## src/rtl/rfpv_pkg.sv

```systemverilog
// Shared types and constants for the record file parse and verify block.
package rfpv_pkg;

    localparam int unsigned BYTE_W   = 8;
    localparam int unsigned WORD_W   = 32;
    localparam int unsigned COUNT_W  = 16;
    localparam int unsigned ROLE_W   = 3;
    localparam int unsigned STATUS_W = 2;
    localparam int unsigned CFG_IDX_W = 2;

    localparam int unsigned S_TDATA_W = 8;
    localparam int unsigned M_TDATA_W = 64;

    localparam logic [WORD_W-1:0]  MAGIC_RST   = 32'h4249_4E31;
    localparam logic [BYTE_W-1:0]  VERSION_RST = 8'd1;
    localparam logic [COUNT_W-1:0] MAX_REC_RST = 16'd1000;

    // configuration register indexes
    localparam logic [CFG_IDX_W-1:0] CFG_MAGIC   = 2'd0;
    localparam logic [CFG_IDX_W-1:0] CFG_VERSION = 2'd1;
    localparam logic [CFG_IDX_W-1:0] CFG_MAX_REC = 2'd2;

    // byte role codes
    localparam logic [ROLE_W-1:0] ROLE_NONE    = 3'd0;
    localparam logic [ROLE_W-1:0] ROLE_HEADER  = 3'd1;
    localparam logic [ROLE_W-1:0] ROLE_ID      = 3'd2;
    localparam logic [ROLE_W-1:0] ROLE_LEN     = 3'd3;
    localparam logic [ROLE_W-1:0] ROLE_NAME    = 3'd4;
    localparam logic [ROLE_W-1:0] ROLE_GRADE   = 3'd5;
    localparam logic [ROLE_W-1:0] ROLE_IGNORED = 3'd6;

    // parse status codes
    localparam logic [STATUS_W-1:0] ST_OK        = 2'd0;
    localparam logic [STATUS_W-1:0] ST_BAD_HDR   = 2'd1;
    localparam logic [STATUS_W-1:0] ST_TOO_MANY  = 2'd2;
    localparam logic [STATUS_W-1:0] ST_TRUNCATED = 2'd3;

    typedef struct packed {
        logic [WORD_W-1:0]  magic;
        logic [BYTE_W-1:0]  version;
        logic [COUNT_W-1:0] max_rec;
    } cfg_t;

    typedef struct packed {
        logic [ROLE_W-1:0]   role;
        logic [COUNT_W-1:0]  recno;
        logic [STATUS_W-1:0] verdict;
    } parse_res_t;

endpackage

```

## src/rtl/rfpv_parser.sv

```systemverilog
// Header and record field parser: tags each released byte and tracks file status.
module rfpv_parser (
    input  logic                       aclk,
    input  logic                       aresetn,
    input  logic                       en,
    input  logic                       clr,
    input  logic [rfpv_pkg::BYTE_W-1:0] data_byte,
    input  rfpv_pkg::cfg_t             cfg,
    output rfpv_pkg::parse_res_t       res
);
    import rfpv_pkg::*;

    typedef enum logic [2:0] {
        PH_HEADER,
        PH_ID,
        PH_LEN,
        PH_NAME,
        PH_GRADE,
        PH_DONE,
        PH_REJECT
    } phase_t;

    phase_t              phase_reg, phase_next;
    logic [3:0]          pos_reg, pos_next;
    logic [WORD_W-1:0]   gather_reg, gather_next;
    logic                hdr_bad_reg, hdr_bad_next;
    logic [COUNT_W-1:0]  left_reg, left_next;
    logic [COUNT_W-1:0]  cnt_reg, cnt_next;
    logic [WORD_W-1:0]   name_left_reg, name_left_next;
    logic [STATUS_W-1:0] err_reg, err_next;

    logic [1:0]          lane;
    logic [WORD_W-1:0]   lane_word;
    logic [WORD_W-1:0]   name_dec;
    logic [COUNT_W-1:0]  left_dec;
    logic [ROLE_W-1:0]   role;

    // count bytes sit at header positions 5..8, lanes 0..3
    assign lane = (phase_reg == PH_HEADER && pos_reg > 4'd4) ? (pos_reg[1:0] - 2'd1)
                                                              : pos_reg[1:0];
    assign lane_word = {{(WORD_W-BYTE_W){1'b0}}, data_byte} << {lane, 3'b000};
    assign name_dec  = name_left_reg - 32'd1;
    assign left_dec  = left_reg - 16'd1;

    always_comb begin
        phase_next     = phase_reg;
        pos_next       = pos_reg;
        gather_next    = gather_reg;
        hdr_bad_next   = hdr_bad_reg;
        left_next      = left_reg;
        cnt_next       = cnt_reg;
        name_left_next = name_left_reg;
        err_next       = err_reg;
        role           = ROLE_NONE;
        if (en) begin
            case (phase_reg)
                PH_HEADER: begin
                    role = ROLE_HEADER;
                    if (pos_reg != 4'd4) begin
                        gather_next = gather_reg | lane_word;
                    end
                    if (pos_reg == 4'd3) begin
                        if (gather_next != cfg.magic) begin
                            hdr_bad_next = 1'b1;
                        end
                        gather_next = '0;
                    end
                    if (pos_reg == 4'd4 && data_byte != cfg.version) begin
                        hdr_bad_next = 1'b1;
                    end
                    if (pos_reg >= 4'd8) begin
                        pos_next = '0;
                        if (hdr_bad_next) begin
                            err_next   = ST_BAD_HDR;
                            phase_next = PH_REJECT;
                        end else if (gather_next > {{(WORD_W-COUNT_W){1'b0}}, cfg.max_rec}) begin
                            err_next   = ST_TOO_MANY;
                            phase_next = PH_REJECT;
                        end else begin
                            left_next  = gather_next[COUNT_W-1:0];
                            phase_next = (gather_next[COUNT_W-1:0] != '0) ? PH_ID : PH_DONE;
                        end
                        gather_next = '0;
                    end else begin
                        pos_next = pos_reg + 4'd1;
                    end
                end
                PH_ID: begin
                    role = ROLE_ID;
                    if (pos_reg >= 4'd3) begin
                        pos_next    = '0;
                        gather_next = '0;
                        phase_next  = PH_LEN;
                    end else begin
                        pos_next = pos_reg + 4'd1;
                    end
                end
                PH_LEN: begin
                    role        = ROLE_LEN;
                    gather_next = gather_reg | lane_word;
                    if (pos_reg >= 4'd3) begin
                        name_left_next = gather_next;
                        phase_next     = (gather_next != '0) ? PH_NAME : PH_GRADE;
                        gather_next    = '0;
                        pos_next       = '0;
                    end else begin
                        pos_next = pos_reg + 4'd1;
                    end
                end
                PH_NAME: begin
                    role           = ROLE_NAME;
                    name_left_next = name_dec;
                    if (name_dec == '0) begin
                        pos_next   = '0;
                        phase_next = PH_GRADE;
                    end
                end
                PH_GRADE: begin
                    role = ROLE_GRADE;
                    if (pos_reg >= 4'd7) begin
                        pos_next   = '0;
                        cnt_next   = cnt_reg + 16'd1;
                        left_next  = left_dec;
                        phase_next = (left_dec != '0) ? PH_ID : PH_DONE;
                    end else begin
                        pos_next = pos_reg + 4'd1;
                    end
                end
                default: begin
                    role = ROLE_IGNORED;
                end
            endcase
        end
    end

    always_comb begin
        res.role  = role;
        res.recno = en ? cnt_reg : '0;
        if (err_next != ST_OK) begin
            res.verdict = err_next;
        end else if (phase_next == PH_DONE) begin
            res.verdict = ST_OK;
        end else begin
            res.verdict = ST_TRUNCATED;
        end
    end

    always_ff @(posedge aclk) begin
        if (!aresetn || clr) begin
            phase_reg     <= PH_HEADER;
            pos_reg       <= '0;
            gather_reg    <= '0;
            hdr_bad_reg   <= 1'b0;
            left_reg      <= '0;
            cnt_reg       <= '0;
            name_left_reg <= '0;
            err_reg       <= ST_OK;
        end else begin
            phase_reg     <= phase_next;
            pos_reg       <= pos_next;
            gather_reg    <= gather_next;
            hdr_bad_reg   <= hdr_bad_next;
            left_reg      <= left_next;
            cnt_reg       <= cnt_next;
            name_left_reg <= name_left_next;
            err_reg       <= err_next;
        end
    end

endmodule

```

## src/rtl/record_file_parse_verify_top.sv

```systemverilog
// Top level: checksum tail delay, byte sum, parser and result register.
//
// Channel   Dir  tdata                                  tuser       tlast
// s_        in   file_byte                              -           final_byte
// m_        out  released_byte, record_number, status,  byte_role   file_done
//                sum_matches, computed_sum
//
// One byte request is taken every cycle while s_tready is high; its result is
// captured in the output register and appears in the cycle after it is taken.
// s_tready drops only while a result waits in the output register.
// aresetn is synchronous; configuration returns to its defaults. The parse
// state also clears after each final byte.
module record_file_parse_verify_top (
    input  logic                            aclk,
    input  logic                            aresetn,
    input  logic                            cfg_we,
    input  logic [rfpv_pkg::CFG_IDX_W-1:0]  cfg_idx,
    input  logic [rfpv_pkg::WORD_W-1:0]     cfg_wdata,
    input  logic                            s_tvalid,
    output logic                            s_tready,
    input  logic [rfpv_pkg::S_TDATA_W-1:0]  s_tdata,  // [7:0] file_byte
    input  logic                            s_tlast,
    output logic                            m_tvalid,
    input  logic                            m_tready,
    // [7:0] released_byte, [23:8] record_number, [25:24] parse_status,
    // [26] sum_matches, [58:27] computed_sum, [63:59] zero
    output logic [rfpv_pkg::M_TDATA_W-1:0]  m_tdata,
    output logic [rfpv_pkg::ROLE_W-1:0]     m_tuser,  // [2:0] byte_role
    output logic                            m_tlast
);
    import rfpv_pkg::*;

    cfg_t               cfg_reg;
    logic [BYTE_W-1:0]  tail_reg [4];
    logic [BYTE_W-1:0]  tail_next [4];
    logic [2:0]         fill_reg, fill_next;
    logic [WORD_W-1:0]  sum_reg, sum_next;

    logic                m_valid_reg;
    logic [M_TDATA_W-1:0] m_data_reg, m_data_next;
    logic [ROLE_W-1:0]   m_user_reg;
    logic                m_last_reg;

    logic               accept;
    logic               release_en;
    logic               clr;
    logic [BYTE_W-1:0]  rel_byte;
    logic [WORD_W-1:0]  stored;
    logic               match;
    logic [STATUS_W-1:0] status;
    parse_res_t         pres;

    assign s_tready   = !m_valid_reg || m_tready;
    assign accept     = s_tvalid && s_tready;
    assign release_en = accept && fill_reg[2];
    assign clr        = accept && s_tlast;
    assign rel_byte   = release_en ? tail_reg[0] : '0;

    rfpv_parser u_parser (
        .aclk      (aclk),
        .aresetn   (aresetn),
        .en        (release_en),
        .clr       (clr),
        .data_byte (tail_reg[0]),
        .cfg       (cfg_reg),
        .res       (pres)
    );

    always_comb begin
        tail_next = tail_reg;
        fill_next = fill_reg;
        sum_next  = sum_reg;
        if (accept) begin
            if (fill_reg[2]) begin
                tail_next[0] = tail_reg[1];
                tail_next[1] = tail_reg[2];
                tail_next[2] = tail_reg[3];
                tail_next[3] = s_tdata[BYTE_W-1:0];
                sum_next     = sum_reg + {{(WORD_W-BYTE_W){1'b0}}, tail_reg[0]};
            end else begin
                tail_next[fill_reg[1:0]] = s_tdata[BYTE_W-1:0];
                fill_next                = fill_reg + 3'd1;
            end
        end
    end

    // little-endian checksum held in the delay after this byte
    assign stored = {tail_next[3], tail_next[2], tail_next[1], tail_next[0]};

    always_comb begin
        match  = 1'b0;
        status = ST_OK;
        if (s_tlast) begin
            if (!fill_next[2]) begin
                status = ST_TRUNCATED;
            end else begin
                match  = (stored == sum_next);
                status = pres.verdict;
            end
        end
        m_data_next = {5'd0, sum_next, match, status, pres.recno, rel_byte};
    end

    always_ff @(posedge aclk) begin
        if (!aresetn) begin
            cfg_reg <= '{magic: MAGIC_RST, version: VERSION_RST, max_rec: MAX_REC_RST};
        end else if (cfg_we) begin
            case (cfg_idx)
                CFG_MAGIC:   cfg_reg.magic   <= cfg_wdata;
                CFG_VERSION: cfg_reg.version <= cfg_wdata[BYTE_W-1:0];
                CFG_MAX_REC: cfg_reg.max_rec <= cfg_wdata[COUNT_W-1:0];
                default: ;
            endcase
        end
    end

    always_ff @(posedge aclk) begin
        if (!aresetn || clr) begin
            for (int i = 0; i < 4; i++) begin
                tail_reg[i] <= '0;
            end
            fill_reg <= '0;
            sum_reg  <= '0;
        end else begin
            tail_reg <= tail_next;
            fill_reg <= fill_next;
            sum_reg  <= sum_next;
        end
    end

    always_ff @(posedge aclk) begin
        if (!aresetn) begin
            m_valid_reg <= 1'b0;
        end else if (accept) begin
            m_valid_reg <= 1'b1;
        end else if (m_tready) begin
            m_valid_reg <= 1'b0;
        end
    end

    always_ff @(posedge aclk) begin
        if (accept) begin
            m_data_reg <= m_data_next;
            m_user_reg <= pres.role;
            m_last_reg <= s_tlast;
        end
    end

    assign m_tvalid = m_valid_reg;
    assign m_tdata  = m_data_reg;
    assign m_tuser  = m_user_reg;
    assign m_tlast  = m_last_reg;

endmodule

```

## config.mk

```make
export PLATFORM = sky130hd
export DESIGN_NAME = record_file_parse_verify_top
export DESIGN_NICKNAME = d
export VERILOG_FILES = /design/src/rtl/rfpv_pkg.sv /design/src/rtl/rfpv_parser.sv /design/src/rtl/record_file_parse_verify_top.sv
export SDC_FILE = /design/constraint.sdc
export NUM_CORES = 1
export LEC_CHECK = 0
export BUFFER_PORTS_ARGS = -buffer_cell sky130_fd_sc_hd__buf_2
export CAP_MARGIN = 20
export CORE_ASPECT_RATIO = 0.8
export CORE_MARGIN = 4
export CORE_UTILIZATION = 60
export CTS_CLUSTER_SIZE = 12
export DETAILED_ROUTE_END_ITERATION = 10
export GPL_TIMING_DRIVEN = 0
export PLACE_DENSITY_LB_ADDON = 0.3
export SETUP_SLACK_MARGIN = 0.1
export SLEW_MARGIN = 20
export SYNTH_ARGS = -nofsm -noshare
export SYNTH_HDL_FRONTEND = slang
export SYNTH_SLANG_ARGS = --single-unit
```

## constraint.sdc

```tcl
create_clock -name aclk -period 14.3 [get_ports aclk]
set_input_delay 2.86 -clock aclk [delete_from_list [all_inputs] [get_ports aclk]]
set_output_delay 2.86 -clock aclk [all_outputs]
set_load 0.01 [all_outputs]
```

==> impl_table.tex <==
\begin{tabular}{lr}
\hline
Metric & Value \\
\hline
\multicolumn{2}{l}{\textbf{Floorplan}} \\
\quad Num rows & 53 \\
\quad Number of top-level pins & 118 \\
\quad Die extent in y & 155 microns \\
\quad Floorplan die area & 29,500 sq um \\
\quad Initial core utilization & 61.2\% \\
\quad Core region area & 26,300 sq um \\
\quad Floorplan die width & 191 microns \\
\multicolumn{2}{l}{\textbf{Setup path}} \\
\quad CP startpoint & u\_parser.pos\_reg[1]\$\_SDFFE\_PP0P\_ \\
\quad Number of cells on the worst reg-to-reg path & 19 \\
\quad Max Fanout on Critical Path & 10 \\
\quad Worst-case register-to-register setup slack & 7.14 ns \\
\quad Setup Crit Path Kind & flop to flop \\
\quad Crit. End Element & flop \\
\quad Origin of the critical flop-to-flop path & u\_parser.pos\_reg[1]\$\_SDFFE\_PP0P\_ \\
\quad Crit path launch type & flop \\
\quad Data required time of the critical path & 14.71 ns \\
\quad Reg-to-reg critical path endpoint & u\_parser.left\_reg[12]\$\_SDFFE\_PP0P\_ \\
\quad Critical path destination & u\_parser.left\_reg[12]\$\_SDFFE\_PP0P\_ \\
\quad Endpoint arrival time on the critical path & 7.57 ns \\
\multicolumn{2}{l}{\textbf{Logic synthesis}} \\
\quad List of most frequent post-synthesis cells & dfxtp\_1, nor2\_1, nand2\_1, a21oi\_1, o21ai\_0 \\
\quad Post-synthesis async set-or-reset flop share & 0\% \\
\quad Mapped Cells & 1,953 \\
\quad Syn Std Cell Area & 16,100 sq um \\
\quad Part of the Yosys area used for sequential elements & 40.3\% \\
\quad Number of synthesized register bits & 293 \\
\quad Library cell with the highest instance count after synthesis & dfxtp\_1 \\
\quad Fraction of post-synthesis cell area in the top cell type by area & 28.6\% \\
\quad Main area contributors after synthesis & dfxtp\_1, edfxtp\_1, nor2\_1 \\
\quad Library cell with the largest summed area after synthesis & dfxtp\_1 \\
\quad Avg Cell Area, Syn & 8.25 sq um \\
\quad Post-synth top flop & dfxtp\_1 \\
\quad Number of synthesized flops with an enable pin & 63 \\
\quad Count of distinct cell types in the synthesized netlist & 93 \\
\quad Number of warnings printed during yosys synthesis & 0 \\
\multicolumn{2}{l}{\textbf{STA}} \\
\quad Final worst-path cycle share & 50.0\% \\
\quad Final-report setup violation count & 0 \\
\quad Number of max-slew violations in the final report & 0 \\
\quad RSZ-0062 raised after global routing & no \\
\quad Worst-case headroom to the max-slew limit & 24.7\% \\
\quad Achievable frequency & 140 MHz \\
\quad Slew at the pin with the worst max-slew slack & 1.12 ns \\
\quad Final critical-path required period & 7.16 ns \\
\quad Largest clock skew in the final design & 0.0129 ns \\
\quad WHS & 0.462 ns \\
\quad Setup TNS after final layout & 0 ns \\
\quad Number of hold violations in the final report & 0 \\
\multicolumn{2}{l}{\textbf{GRT}} \\
\quad Via count of the first global-routing pass & 15,000 \\
\quad Aggregate global routing overflow & 0 \\
\quad Number of antenna violations at the first check in global routing & 0 \\
\quad Pin count of the biggest net entering global routing & 52 \\
\quad Global router's overall resource usage & 36.9\% \\
\quad First-pass GRT wire length & 85,800 microns \\
\multicolumn{2}{l}{\textbf{Pwr}} \\
\quad Internal portion of total power & 1380 uW \\
\quad Net Sw Frac & 24.3\% \\
\quad Clock network fraction of design power & 43.8\% \\
\quad Sw power & 442 uW \\
\quad Power density of the placed cells & 100 nW/um\^{}2 \\
\quad Static Leak & 0.00725 uW \\
\quad Fraction of power consumed by combinational cells & 8.1\% \\
\quad Reg power frac & 48.0\% \\
\quad IR drop worst, VDD & 0.0922 mV \\
\multicolumn{2}{l}{\textbf{Placement}} \\
\quad Placed Cells & 2,427 \\
\quad DP HPWL & 41,600 microns \\
\quad Final weighted congestion in routability-driven placement & 1.06 \\
\quad Placement-stage cell area & 17,200 sq um \\
\quad Port bufs & 112 \\
\multicolumn{2}{l}{\textbf{Drt}} \\
\quad Wirelength, routed & 56,300 microns \\
\quad Post-detailed-route count of antenna-violating nets & 0 \\
\quad Number of vias after detailed routing & 16,100 \\
\quad Post-route DRC & 0 \\
\quad Detailed-router iteration count before antenna repair & 6 \\
\quad Via count normalized by instance count & 6.47 \\
\quad Iter 0 DRT Violations & 1,992 \\
\quad Wire length per cell after detailed routing & 22.7 microns \\
\multicolumn{2}{l}{\textbf{Clock tree}} \\
\quad H-tree level count & 1 \\
\quad Number of buffers created by CTS & 31 \\
\quad Buffer cell driving the clock tree root & clkbuf\_16 \\
\quad Clock sink total & 293 \\
\quad TritonCTS clock tree & yes \\
\quad Cts repair resizes & 0 \\
\quad Worst-case clock buffer depth & 3 \\
\quad Clock Latency Late Sink & 0.57 ns \\
\quad Clock Pin Slew Worst Setup and Hold Paths & 0.06 ns \\
\quad \# hold bufs at CTS & 0 \\
\quad Number of post-CTS setup repair buffers & 0 \\
\multicolumn{2}{l}{\textbf{Finish}} \\
\quad Nets & 2,187 \\
\quad Utilization after layout & 69.1\% \\
\quad Fill cells & 2,189 \\
\quad Share of post-route cells with drive strength above 1 & 9.78\% \\
\quad Post-synthesis to final-layout area growth & 12.9\% \\
\quad Layout Cell Area excl Fill & 18,200 sq um \\
\quad Number of flip-flops under the largest register name & 59 \\
\quad Final instance count without filler cells & 2,484 \\
\quad Ant diodes & 0 \\
\multicolumn{2}{l}{\textbf{Hold path}} \\
\quad Worst hold-check path type & flop to flop \\
\multicolumn{2}{l}{\textbf{Status}} \\
\quad Outcome & complete, no violations \\
\multicolumn{2}{l}{\textbf{Flow run}} \\
\quad Max\_cap viols & 0 \\
\hline
\end{tabular}
## cells in the final DEF (no fill, tap or decap), drive strengths merged, types with 6 or more instances in the layout
cell,instances
xor2,53
ha,34
o211a,9
nand2b,8
nand2,214
o21ai,123
dfxtp,230
a311oi,7
and3,11
o31ai,8
o22ai,28
or4,11
nand3,56
a2111oi,10
nand3b,10
o211ai,14
and2,42
a211oi,28
or2,10
clkbuf,156
nor4b,7
a21o,14
a22oi,17
inv,76
or3,17
nor3,49
nor2,217
buf,132
xnor2,65
a21boi,33
o221ai,22
a21oi,153
and4,6
nor2b,17
nand4,31
nor4,39
edfxtp,63
mux2i,22
## area by class of cell
cell class	instances	area, sq um	area share, %
buffer	125	513	2.82
clock buffer	49	903	4.97
clock inverter	7	87.6	0.482
inverter	77	289	1.59
multi-input combinational	1462	8850	48.7
sequential	293	6500	35.7
tap	357	447	2.46
timing repair buffer	114	593	3.26
## routing by layer
metal | vias to the layer above | track usage [%] | routed length, microns
li1 | 7331 | - | -
met1 | 7501 | 50.6 | 22800
met2 | 1058 | 54.0 | 23100
met3 | 175 | 12.5 | 7730
met4 | 0 | 14.3 | 2620
met5 | - | 0 | 0
## metrics by stage
step	worst slack (ns)	total power [uW]
6_report	7.14	1820
4_1_cts	7.61	1820
3_3_place_gp	5.99	1030
5_1_grt	6.93	1870
2_1_floorplan	7.31	975
3_5_place_dp	7.63	1030
## how the worst min path moves through the flow
stage                                  start                  endpoint  slack (ns)  cells after the start
floorplan           cfg_reg[14]$_SDFFE_PN0P_  cfg_reg[14]$_SDFFE_PN0P_        0.44                      2
CTS                 cfg_reg[10]$_SDFFE_PN0P_  cfg_reg[10]$_SDFFE_PN0P_        0.46                      2
global placement    cfg_reg[14]$_SDFFE_PN0P_  cfg_reg[14]$_SDFFE_PN0P_        0.45                      2
finish               cfg_reg[4]$_SDFFE_PN0P_   cfg_reg[4]$_SDFFE_PN0P_        0.46                      2
detailed placement  cfg_reg[10]$_SDFFE_PN0P_  cfg_reg[10]$_SDFFE_PN0P_        0.46                      2
global route        cfg_reg[10]$_SDFFE_PN0P_  cfg_reg[10]$_SDFFE_PN0P_        0.48                      2
## logic make-up after synthesis
kind of cell	after synthesis	share of synthesized area [%]
buffers and inverters	202	4.96
AO/OA/AOI/OAI	520	20.9
other	1	0.0233
AND/OR/NAND/NOR	760	23.0
flip-flops	293	40.3
adder cells (fa/ha/maj)	35	2.77
XOR/XNOR	119	6.56
multiplexers	23	1.44
## power by group through the flow
stage	sequential, uW	clock, uW	combinational (uW)
after floorplan	894	0	81.9
after global placement	892	0	138
after detailed placement	891	0	142
after CTS	873	801	143
after global routing	874	841	158
final	873	797	148
## critical path: stages (launching register included)
cell and delay (ns):
dfxtp_1 0.34, clkbuf_1 0.32, clkinv_1 0.39, ha_1 0.53, nor4b_2 0.82, o211ai_1 0.27, o31ai_2 0.27, a21oi_1 0.34
nor2_1 0.38, ha_1 0.17, inv_1 0.04, or3_1 0.40, nor3_1 0.50, o21ai_0 0.37, a221oi_1 0.55, a21oi_1 0.33
or2_1 0.38, clkbuf_1 0.26, o21ai_0 0.23, a21oi_1 0.09
No activity file was read; power rests on OpenSTA's default activity.
